**config.mk**
```make
export PLATFORM = sky130hd
export DESIGN_NAME = warmup_moving_average_core_flat
export DESIGN_NICKNAME = d
export VERILOG_FILES = /design/src/hdl/wma_pkg.sv /design/src/hdl/wma_if.sv /design/src/hdl/wma_cell.sv /design/src/hdl/wma_div.sv /design/src/hdl/warmup_moving_average_core.sv /design/src/flat_wrapper.sv
export SDC_FILE = /design/constraint.sdc
export NUM_CORES = 1
export LEC_CHECK = 0
export CAP_MARGIN = 15
export CORE_ASPECT_RATIO = 1.75
export CORE_MARGIN = 2
export CORE_UTILIZATION = 40
export CTS_BUF_LIST = sky130_fd_sc_hd__clkbuf_16
export CTS_CLUSTER_DIAMETER = 50
export DETAILED_ROUTE_END_ITERATION = 7
export DONT_BUFFER_PORTS = 1
export PLACE_DENSITY = 0.54
export SKIP_LAST_GASP = 1
export SLEW_MARGIN = 25
export SYNTH_ARGS = -nofsm -noshare
export SYNTH_HDL_FRONTEND = slang
export SYNTH_SLANG_ARGS = --single-unit
export TNS_END_PERCENT = 20
```
**constraint.sdc**
```tcl
create_clock -name clk_i -period 6 [get_ports clk_i]
set_input_delay 0 -clock clk_i [delete_from_list [all_inputs] [get_ports clk_i]]
set_output_delay 0 -clock clk_i [all_outputs]
set_load 0.1 [all_outputs]
```
**src/hdl/wma_pkg.sv**
```systemverilog
`timescale 1ns / 1ps
`default_nettype none
// ---------------------------------------------------------------------------
// wma_pkg: shared definitions for the warm-up moving average
// Window size, widths, control state codes and divider handshake structs.
// ---------------------------------------------------------------------------
package wma_pkg;

  localparam int unsigned WINDOW      = 10;
  localparam int unsigned SAMPLE_BITS = 16;
  // running sum holds WINDOW full-scale samples with one spare bit
  localparam int unsigned SUM_BITS    = SAMPLE_BITS + $clog2(WINDOW) + 1;
  localparam int unsigned COUNT_BITS  = $clog2(WINDOW + 1);
  localparam int unsigned CNT_FIELD_BITS = 4;
  localparam int unsigned STEP_BITS   = $clog2(SUM_BITS + 1);

  typedef logic signed [SAMPLE_BITS-1:0] sample_t;
  typedef logic signed [SUM_BITS-1:0]    sum_t;
  typedef logic        [COUNT_BITS-1:0]  count_t;

  typedef enum logic [1:0] {
    ST_IDLE,
    ST_LOAD,
    ST_DIV,
    ST_OUT
  } wma_state_e;

  typedef struct packed {
    logic start;
  } wma_div_req_t;

  typedef struct packed {
    logic busy;
    logic done;
  } wma_div_sts_t;

endpackage

`default_nettype wire

```
**src/hdl/wma_if.sv**
```systemverilog
`timescale 1ns / 1ps
`default_nettype none
// ---------------------------------------------------------------------------
// wma channel interfaces
// Valid/ready channels for the sample request and the average result.
// ---------------------------------------------------------------------------
interface wma_sample_if
  import wma_pkg::*;
();
  logic    valid;
  logic    ready;
  sample_t sample_milliamps;

  modport source (output valid, output sample_milliamps, input ready);
  modport sink   (input valid, input sample_milliamps, output ready);
endinterface

interface wma_avg_if
  import wma_pkg::*;
();
  logic                      valid;
  logic                      ready;
  sample_t                   average_milliamps;
  logic [CNT_FIELD_BITS-1:0] filled_count;

  modport source (output valid, output average_milliamps, output filled_count, input ready);
  modport sink   (input valid, input average_milliamps, input filled_count, output ready);
endinterface

`default_nettype wire

```
**src/hdl/wma_cell.sv**
```systemverilog
`timescale 1ns / 1ps
`default_nettype none
// ---------------------------------------------------------------------------
// wma_cell: one window entry
// Holds one sample and passes it to the next cell on every shift.
// ---------------------------------------------------------------------------
module wma_cell
  import wma_pkg::*;
(
  input  wire logic    clk_i,
  input  wire logic    rst_ni,
  input  wire logic    shift_i,
  input  wire sample_t sample_i,
  output sample_t      sample_o
);

  sample_t sample_q;

  always_ff @(posedge clk_i or negedge rst_ni) begin
    if (!rst_ni) begin
      sample_q <= '0;
    end else if (shift_i) begin
      sample_q <= sample_i;
    end
  end

  assign sample_o = sample_q;

endmodule

`default_nettype wire

```
**src/hdl/wma_div.sv**
```systemverilog
`timescale 1ns / 1ps
`default_nettype none
// ---------------------------------------------------------------------------
// wma_div: signed sum by fill count divider
// Restoring division, one quotient bit per cycle, truncates toward zero.
// ---------------------------------------------------------------------------
module wma_div
  import wma_pkg::*;
(
  input  wire logic         clk_i,
  input  wire logic         rst_ni,
  input  wire wma_div_req_t req_i,
  input  wire sum_t         sum_i,
  input  wire count_t       divisor_i,
  output wma_div_sts_t      sts_o,
  output sample_t           quotient_o
);

  logic                    busy_q, busy_d;
  logic                    done_q, done_d;
  logic [STEP_BITS-1:0]    step_q, step_d;
  logic                    neg_q, neg_d;
  logic [SUM_BITS-1:0]     quo_q, quo_d;
  logic [COUNT_BITS-1:0]   rem_q, rem_d;
  count_t                  dvs_q, dvs_d;
  logic [COUNT_BITS:0]     trial;
  logic                    ge;
  logic [SUM_BITS-1:0]     signed_quo;

  always_comb begin
    busy_d = busy_q;
    done_d = 1'b0;
    step_d = step_q;
    neg_d  = neg_q;
    quo_d  = quo_q;
    rem_d  = rem_q;
    dvs_d  = dvs_q;
    trial  = {rem_q, quo_q[SUM_BITS-1]};
    ge     = (trial >= {1'b0, dvs_q});
    if (req_i.start) begin
      busy_d = 1'b1;
      step_d = '0;
      neg_d  = sum_i[SUM_BITS-1];
      quo_d  = sum_i[SUM_BITS-1] ? (~sum_i + 1'b1) : sum_i;
      rem_d  = '0;
      dvs_d  = divisor_i;
    end else if (busy_q) begin
      rem_d = ge ? COUNT_BITS'(trial - {1'b0, dvs_q}) : trial[COUNT_BITS-1:0];
      quo_d = {quo_q[SUM_BITS-2:0], ge};
      step_d = step_q + 1'b1;
      if (step_q == STEP_BITS'(SUM_BITS - 1)) begin
        busy_d = 1'b0;
        done_d = 1'b1;
      end
    end
  end

  always_ff @(posedge clk_i or negedge rst_ni) begin
    if (!rst_ni) begin
      busy_q <= 1'b0;
      done_q <= 1'b0;
      step_q <= '0;
    end else begin
      busy_q <= busy_d;
      done_q <= done_d;
      step_q <= step_d;
    end
  end

  always_ff @(posedge clk_i) begin
    neg_q <= neg_d;
    quo_q <= quo_d;
    rem_q <= rem_d;
    dvs_q <= dvs_d;
  end

  assign signed_quo = neg_q ? (~quo_q + 1'b1) : quo_q;
  assign quotient_o = signed_quo[SAMPLE_BITS-1:0];
  assign sts_o      = '{busy: busy_q, done: done_q};

endmodule

`default_nettype wire

```
**src/hdl/warmup_moving_average_core.sv**
```systemverilog
`timescale 1ns / 1ps
`default_nettype none
// ---------------------------------------------------------------------------
// warmup_moving_average_core: moving average with warm-up
// Averages the last WINDOW current samples, or all seen so far while filling.
// ---------------------------------------------------------------------------
// Each sample request shifts a row of WINDOW sample cells; the sample falling
// off the far end leaves the running sum as the new one enters. The sum is
// then divided by the fill count in a one-bit-per-cycle restoring divider.
// A request is accepted, loads the divider, runs SUM_BITS divide steps,
// flags completion and hands the result to the output register. The output
// register lets the next sample be accepted while a result still waits;
// work on that sample stalls only at its hand-off if the result is not
// taken. Reset clears the cells, the sum and the fill count at once.
module warmup_moving_average_core
  import wma_pkg::*;
(
  input  wire logic    clk_i,
  input  wire logic    rst_ni,
  wma_sample_if.sink   sample_i,
  wma_avg_if.source    average_o
);

  // control state
  wma_state_e state_q, state_d;
  logic       in_fire;
  logic       out_load;

  // running sum and fill count
  sum_t   sum_q, sum_d;
  count_t fill_q, fill_d;

  // cell row: entry 0 is the newest sample, the last one the oldest
  sample_t cell_in  [WINDOW];
  sample_t cell_out [WINDOW];

  // divider
  wma_div_req_t div_req;
  wma_div_sts_t div_sts;
  sample_t      quotient;

  // output register
  logic                      out_valid_q;
  sample_t                   avg_q;
  logic [CNT_FIELD_BITS-1:0] cnt_q;
  logic [COUNT_BITS+CNT_FIELD_BITS-1:0] fill_wide;

  assign in_fire         = sample_i.valid && sample_i.ready;
  assign sample_i.ready  = (state_q == ST_IDLE);

  // shift line of sample cells
  for (genvar i = 0; i < WINDOW; i++) begin : g_cell
    if (i == 0) begin : g_head
      assign cell_in[i] = sample_i.sample_milliamps;
    end else begin : g_link
      assign cell_in[i] = cell_out[i-1];
    end
    wma_cell u_cell (
      .clk_i    (clk_i),
      .rst_ni   (rst_ni),
      .shift_i  (in_fire),
      .sample_i (cell_in[i]),
      .sample_o (cell_out[i])
    );
  end

  // drop the oldest sample, add the new one; unwritten cells hold zero
  always_comb begin
    sum_d  = sum_q;
    fill_d = fill_q;
    if (in_fire) begin
      sum_d = sum_q
            - {{(SUM_BITS-SAMPLE_BITS){cell_out[WINDOW-1][SAMPLE_BITS-1]}},
               cell_out[WINDOW-1]}
            + {{(SUM_BITS-SAMPLE_BITS){sample_i.sample_milliamps[SAMPLE_BITS-1]}},
               sample_i.sample_milliamps};
      if (fill_q < COUNT_BITS'(WINDOW)) begin
        fill_d = fill_q + 1'b1;
      end
    end
  end

  always_ff @(posedge clk_i or negedge rst_ni) begin
    if (!rst_ni) begin
      sum_q  <= '0;
      fill_q <= '0;
    end else begin
      sum_q  <= sum_d;
      fill_q <= fill_d;
    end
  end

  // sequencer
  always_ff @(posedge clk_i or negedge rst_ni) begin
    if (!rst_ni) begin
      state_q <= ST_IDLE;
    end else begin
      state_q <= state_d;
    end
  end

  always_comb begin
    state_d       = state_q;
    div_req.start = 1'b0;
    out_load      = 1'b0;
    case (state_q)
      ST_IDLE: begin
        if (in_fire) state_d = ST_LOAD;
      end
      ST_LOAD: begin
        div_req.start = 1'b1;
        state_d       = ST_DIV;
      end
      ST_DIV: begin
        if (div_sts.done) state_d = ST_OUT;
      end
      ST_OUT: begin
        // wait here while the previous result is still held
        if (!out_valid_q || average_o.ready) begin
          out_load = 1'b1;
          state_d  = ST_IDLE;
        end
      end
      default: state_d = ST_IDLE;
    endcase
  end

  wma_div u_div (
    .clk_i      (clk_i),
    .rst_ni     (rst_ni),
    .req_i      (div_req),
    .sum_i      (sum_q),
    .divisor_i  (fill_q),
    .sts_o      (div_sts),
    .quotient_o (quotient)
  );

  // count field is reported modulo 16
  assign fill_wide = {{CNT_FIELD_BITS{1'b0}}, fill_q};

  always_ff @(posedge clk_i or negedge rst_ni) begin
    if (!rst_ni) begin
      out_valid_q <= 1'b0;
    end else if (out_load) begin
      out_valid_q <= 1'b1;
    end else if (average_o.ready) begin
      out_valid_q <= 1'b0;
    end
  end

  always_ff @(posedge clk_i) begin
    if (out_load) begin
      avg_q <= quotient;
      cnt_q <= fill_wide[CNT_FIELD_BITS-1:0];
    end
  end

  assign average_o.valid             = out_valid_q;
  assign average_o.average_milliamps = avg_q;
  assign average_o.filled_count      = cnt_q;

`ifndef SYNTHESIS
  a_fill_bound: assert property (@(posedge clk_i) disable iff (!rst_ni)
    fill_q <= COUNT_BITS'(WINDOW))
    else $error("fill count beyond window");

  a_accept_loads: assert property (@(posedge clk_i) disable iff (!rst_ni)
    in_fire |=> (state_q == ST_LOAD))
    else $error("accepted request did not start the divider");

  a_done_in_div: assert property (@(posedge clk_i) disable iff (!rst_ni)
    div_sts.done |-> (state_q == ST_DIV))
    else $error("divider finished outside the divide phase");

  a_result_after_div: assert property (@(posedge clk_i) disable iff (!rst_ni)
    $rose(out_valid_q) |-> $past(state_q == ST_OUT))
    else $error("result shown without a finished division");

  a_sum_stable_div: assert property (@(posedge clk_i) disable iff (!rst_ni)
    div_sts.busy |-> $stable(sum_q))
    else $error("running sum moved during division");
`endif

endmodule

`default_nettype wire
```
**src/flat_wrapper.sv**
```systemverilog
// flat-port wrapper written by rule: the top's interface ports become plain ports
module warmup_moving_average_core_flat import wma_pkg::*;
  (clk_i, rst_ni, sample_i_valid, sample_i_sample_milliamps, sample_i_ready, average_o_valid, average_o_average_milliamps, average_o_filled_count, average_o_ready);
  wma_sample_if sample_i_i ();
  wma_avg_if average_o_i ();
  input  wire logic clk_i;
  input  wire logic rst_ni;
  input wire logic [$bits(sample_i_i.valid)-1:0] sample_i_valid;
  input wire logic [$bits(sample_i_i.sample_milliamps)-1:0] sample_i_sample_milliamps;
  output wire logic [$bits(sample_i_i.ready)-1:0] sample_i_ready;
  output wire logic [$bits(average_o_i.valid)-1:0] average_o_valid;
  output wire logic [$bits(average_o_i.average_milliamps)-1:0] average_o_average_milliamps;
  output wire logic [$bits(average_o_i.filled_count)-1:0] average_o_filled_count;
  input wire logic [$bits(average_o_i.ready)-1:0] average_o_ready;
  assign sample_i_i.valid = sample_i_valid;
  assign sample_i_i.sample_milliamps = sample_i_sample_milliamps;
  assign sample_i_ready = sample_i_i.ready;
  assign average_o_valid = average_o_i.valid;
  assign average_o_average_milliamps = average_o_i.average_milliamps;
  assign average_o_filled_count = average_o_i.filled_count;
  assign average_o_i.ready = average_o_ready;
  warmup_moving_average_core u_core (.clk_i(clk_i), .rst_ni(rst_ni), .sample_i(sample_i_i), .average_o(average_o_i));
endmodule
```
Word level (Yosys, flattened, before mapping)

Cells that the tools add are included.

Memories: 0
Latch bits: 0
Register bits after elaboration: 245
Output and inout bits: 22
Memory bits (read-only): 0
Memory bits (writable): 0
Logic and storage cells: 71

Bitwise logic cells: 2
Equality and inequality tests: 7
$lt $le $gt $ge: 2
Div/mod/pow operators: 0
Shift operators: 0
$add $sub $neg: 7
Reduce and logical (&&, ||, !) cells: 8
Mux-type cells: 22
Multipliers: 0

Operators with widths:

| operator                                                               | count |
|---|---|
| 21-bit 2-to-1 mux                                                      | 3 |
| 21-bit by 1-bit adder with 21-bit output (second input constant)       | 1 |
| 21-bit adder                                                           | 1 |
| 21-bit NOT                                                             | 1 |
| 21-bit subtractor                                                      | 1 |
| 16-bit by 1-bit adder with 16-bit output (second input constant)       | 1 |
| 16-bit 2-to-1 mux                                                      | 1 |
| 16-bit NOT                                                             | 1 |
| 1-bit 2-to-1 mux                                                       | 11 |
| 5-bit 2-to-1 mux                                                       | 2 |
| 2-bit one-hot mux with 4 select lines                                  | 1 |
| 2-bit 2-to-1 mux                                                       | 3 |
| 5-bit by 1-bit adder with 5-bit output (second input constant)         | 1 |
| 5-bit equality test (second input constant)                            | 1 |
| 5-bit by 4-bit >= comparator with 1-bit output                         | 1 |
| 4-bit by 1-bit adder with 4-bit output (second input constant)         | 1 |
| 2-bit equality test (second input constant)                            | 2 |
| 4-bit less-than comparator (second input constant)                     | 1 |
| 4-bit 2-to-1 mux                                                       | 1 |
| 2-bit inequality test (second input constant)                          | 2 |
| 2-bit nonzero test                                                     | 2 |
| 4-bit subtractor                                                       | 1 |
| 3-bit AND reduction                                                    | 1 |
| 2-bit by 1-bit equality test with 1-bit output (second input constant) | 1 |
| other kinds (6)                                                        | 6 |

Logic depth before layout (Yosys ltp)

Word-level depth: 5
Gate-level depth with buffers: 11
Mapped depth without buffers: 11

Modules after synthesis

From an unflattened synthesis, not the netlist that was laid out.

Cells, all modules: 993
Area total of the unflattened synthesis: 12610.8 sq um

By module, submodules not included:

| module                     | area an instance (sq um) | cells each | instances |
|---|---|---|---|
| wma_cell                   | 649.4                    | 34         | 10 |
| warmup_moving_average_core | 3599.7                   | 387        | 1 |
| wma_div                    | 2517.4                   | 266        | 1 |

Worst setup path after synthesis

Ideal clock, no wire load.

Kind: register to register
Start point: register u_core.sum_q[6]
End point: register u_core.sum_q[20]
Clock period less this slack: 2.867 ns
Setup time: 0.142 ns
Data required time: 5.858 ns
Path slack: 3.133 ns
Stages on the path, launching flop included: 11
Arrival: 2.725 ns
Path through: dfrtp_1 -> inv_1 -> fa_1 -> inv_1 -> ha_1 -> and3_1 -> or3b_4 -> a2111oi_4 -> nor4b_1 -> nor4b_2 -> o221ai_1

Cells in the longest elaborated chain, start to end: 2

Ends and longest elaborated chain:

| what                   | line                             | RTL |
|---|---|---|
| from (decl)            | warmup_moving_average_core.sv:30 | `sum_t sum_q, sum_d;` |
| from (signal assigned) | warmup_moving_average_core.sv:88 | `sum_q <= sum_d;` |
| 21-bit subtractor      | warmup_moving_average_core.sv:73 | `- {{(SUM_BITS-SAMPLE_BITS){cell_out[WINDOW-1][SAMPLE_BITS-1]}},` |
| 21-bit adder           | warmup_moving_average_core.sv:75 | `+ {{(SUM_BITS-SAMPLE_BITS){sample_i.sample_milliamps[SAMPLE_BITS-1]}},` |

No other way between the ends.
A chain may end at the register's enable or synchronous reset.

Worst setup path in the final report

Start point: register u_core.sum_q[6]
End point: register u_core.sum_q[16]

Same word-level chain as after synthesis.

==> out/metrics.csv <==
metric,value,unit
antenna_found_initial,0,
skew,0.0118,ns
synth-edff-count,46,
worstSetupPathType,reg -> reg,
yosysSeqAreaShare,53.6,%
syn_area,11800,um^2
pin_count,42,
clock_sinks,245,
timing.fmax,313,MHz
status,"complete, no violations",
ys_types,66,
cap_violations,0,
routed_wl,23400,um
setup_viol,0,
slowest_delay,0.48,ns
numCtsBuffers,24,
place_hpwl,15500,um
design_area,13200,um^2
worst_setup_path_end_kind,register,
finalNetCount,1354,
clock_latency,0.52,ns
syn_nets,1359,
power_density,653,nW/um^2
path_delay_family,simple AND/OR/NAND/NOR gates,
dp_cells,1613,
period_minus_slack,3.20,ns
crit_chain,inv_1 > fa_1 > inv_1 > ha_1 > and3_1 > or3b_4 > a21oi_2 > o211ai_2 > and4_1 > or3_1,
crit_required,6.41,ns
startpoint_type,register,
post_cts_buffers,0,
clk_pin_slew_worst_paths,0.07,ns
die_h,232,um
drtAntennaViolNets,0,
crit_buf_inv,2,
fp-row-count,83,
die_area,31000,um^2
remaining_drc_errors,0,
cts_tree,done,
place_ws,2.78,ns
place_area,12200,um^2
rsz0062_at_grt,false,
fp.coreArea,29200,um^2
cts_root_buf,clkbuf_16,
fin_crit_sh,53.3,%
place_congestion,0.781,
ys.flop_type,dfrtp_1,
fin_cells,1677,
numPortBuffers,0,
yosysWarnings,0,
critPathSlowestCell,fa_1,
n_antenna_cell,0,
synth_top_area_share,41.2,%
setup_ws,2.80,ns
grt_pass1_wl,40100,um
firstDrtPassIters,5,
htreeDepth,1,
avgRoutedWirePerCell,14.0,um
drive_above_1_share,5.41,%
syn_inst,1283,
vias_per_cell,4.86,
crit_top_cell,inv_1,
gr-total-overflow,0,
drt_iter0_drc,558,
arrival,3.60,ns
worst_slew_pin_slew,0.943,ns
grt_pass1_vias,8124,
setup_tns,0,ns
crit_path_max_fanout,6,
yosys.area.top_type,dfrtp_1,
yosys-top-cells-area,"dfrtp_1 (41%), nand2_1 (16%), edfxtp_1 (12%)",
ir_drop,0.000247,V
min_path_type,in -> async,
drv_slew,0,
start_util,40.5,%
die_w,134,um
leakagePower,6.50,nW
yosys_register_bits,245,
area_growth,11.9,%
via_count,8149,
async_flop_share,79.6,%
clockBufferDepth,3,
critPathLaunch,u_core.sum_q[6]$_DFFE_PN0P_,
avgSynthCellArea,9.22,um^2
hold_viol_final,0,
grt.total_usage,15.6,%
hold_slack,0.0218,ns
grt_max_degree,196,
worstReg2RegStart,u_core.sum_q[6]$_DFFE_PN0P_,
slew_headroom,37.1,%
## logic make-up after synthesis
group,count (synthesis),share of synthesized area [%]
and+or+nand+nor,616,21.3
DFF,245,53.6
buffers and inverters,152,4.83
AOI/OAI and AO/OA,155,8.46
xor gates and xnor gates,49,3.63
adders and majority gates,56,7.25
muxes,10,0.920
## placed cells by master, fill, tap and decap left out, types with 5 or more instances in the layout
| cell type | count |
|---|---|
| a21o_1 | 7 |
| a21oi_1 | 38 |
| bufinv_16 | 5 |
| clkbuf_16 | 25 |
| dfrtp_1 | 195 |
| dlygate4sd3_1 | 19 |
| edfxtp_1 | 46 |
| fa_1 | 21 |
| ha_1 | 33 |
| inv_1 | 98 |
| mux2_2 | 7 |
| nand2_1 | 495 |
| nand2b_1 | 8 |
| nand3_1 | 17 |
| nand4_1 | 8 |
| nor2_1 | 45 |
| nor2b_1 | 5 |
| nor3_1 | 8 |
| o211ai_1 | 5 |
| o21ai_0 | 54 |
| o31ai_1 | 8 |
| or2_2 | 5 |
| xnor2_1 | 38 |
| xor2_1 | 11 |
## synthesized netlist by cell type, types with 8 or more instances
cell type and number:
a21oi_1 38, clkbuf_1 50, dfrtp_1 195, edfxtp_1 46
fa_1 21, ha_1 35, inv_1 95, nand2_1 496
nand2b_1 8, nand3_1 17, nand4_1 8, nor2_1 45
nor3_1 8, o21ai_0 54, o31ai_1 8, xnor2_1 38
xor2_1 11
## per-stage QoR
step	utilization (%)	total power, W
6_report	45.4	0.00865
5_1_grt	45.4	0.00944
4_1_cts	45.3	0.00876
3_5_place_dp	41.6	0.00706
3_3_place_gp	41.6	0.00696
2_1_floorplan	-	0.00620
## worst paths after layout
check | depth (start not counted) | endpoint | slack (ns)
max | 10 | u_core.sum_q[16]$_DFFE_PN0P_ | 2.80
min | 2 | u_core.sum_q[16]$_DFFE_PN0P_ | 0.02
max reg2reg | 10 | u_core.sum_q[16]$_DFFE_PN0P_ | 2.80
min reg2reg | 2 | u_core.g_cell[5].u_cell.sample_o[8]$_DFFE_PN0P_ | 0.46
max in group asynchronous | 3 | u_core.sum_q[5]$_DFFE_PN0P_ | 4.99
min in group clk_i | 3 | u_core.g_cell[8].u_cell.sample_o[13]$_DFFE_PN0P_ | 0.11
## registers in the layout, indices dropped and copies added, names as in the netlist
register,count
u_core.u_div.busy_q,1
u_core.fill_q,4
u_core.sum_q,21
u_core.average_o.average_milliamps,16
u_core.average_o.valid,1
u_core.u_div.rem_q,4
u_core.u_div.neg_q,1
u_core.state_q,2
u_core.average_o.filled_count,4
u_core.u_div.dvs_q,4
u_core.g_cell.u_cell.sample_o,160
u_core.u_div.done_q,1
u_core.u_div.quo_q,21
u_core.u_div.step_q,5
## worst reg2reg max path: stages (launching register included)
cell and delay, ns:
dfrtp_1 0.40, inv_1 0.11, fa_1 0.48, inv_1 0.04
ha_1 0.37, and3_1 0.22, or3b_4 0.43, a21oi_2 0.26
o211ai_2 0.18, and4_1 0.23, or3_1 0.36
## routing by layer
| metal | vias to the layer above | global-route usage [%] | part of all wire, % |
|---|---|---|---|
| met5 | - | 0 | 0 |
| li1 | 4124 | - | - |
| met4 | 0 | 5.46 | 2.8 |
| met2 | 83 | 28.7 | 53 |
| met1 | 3903 | 18.7 | 42 |
| met3 | 39 | 1.97 | 2.4 |
## timing repair
action / CTS / global route
endpoints found under the hold margin: 222 / 0
hold buffers: 20 / 0
gates resized for setup: 0 / 0
setup endpoints to repair: 0 / 0
## area by class of cell
| class | instances | area [um^2] |
|---|---|---|
| Multi-Input combinational cell | 886 | 4940 |
| Inverter | 95 | 357 |
| Clock buffer | 25 | 626 |
| Clock inverter | 18 | 216 |
| Fill cell | 2795 | 15900 |
| Timing Repair Buffer | 26 | 287 |
| Tap cell | 382 | 478 |
| Sequential cell | 245 | 6340 |
## report_power, final
part	internal (W)	total, W	switching [W]
sequential	0.00252	0.00334	0.000821
clock	0.000971	0.00162	0.000644
combinational	0.00145	0.00369	0.00224
Note: power is estimated with default switching activity, not from simulation.
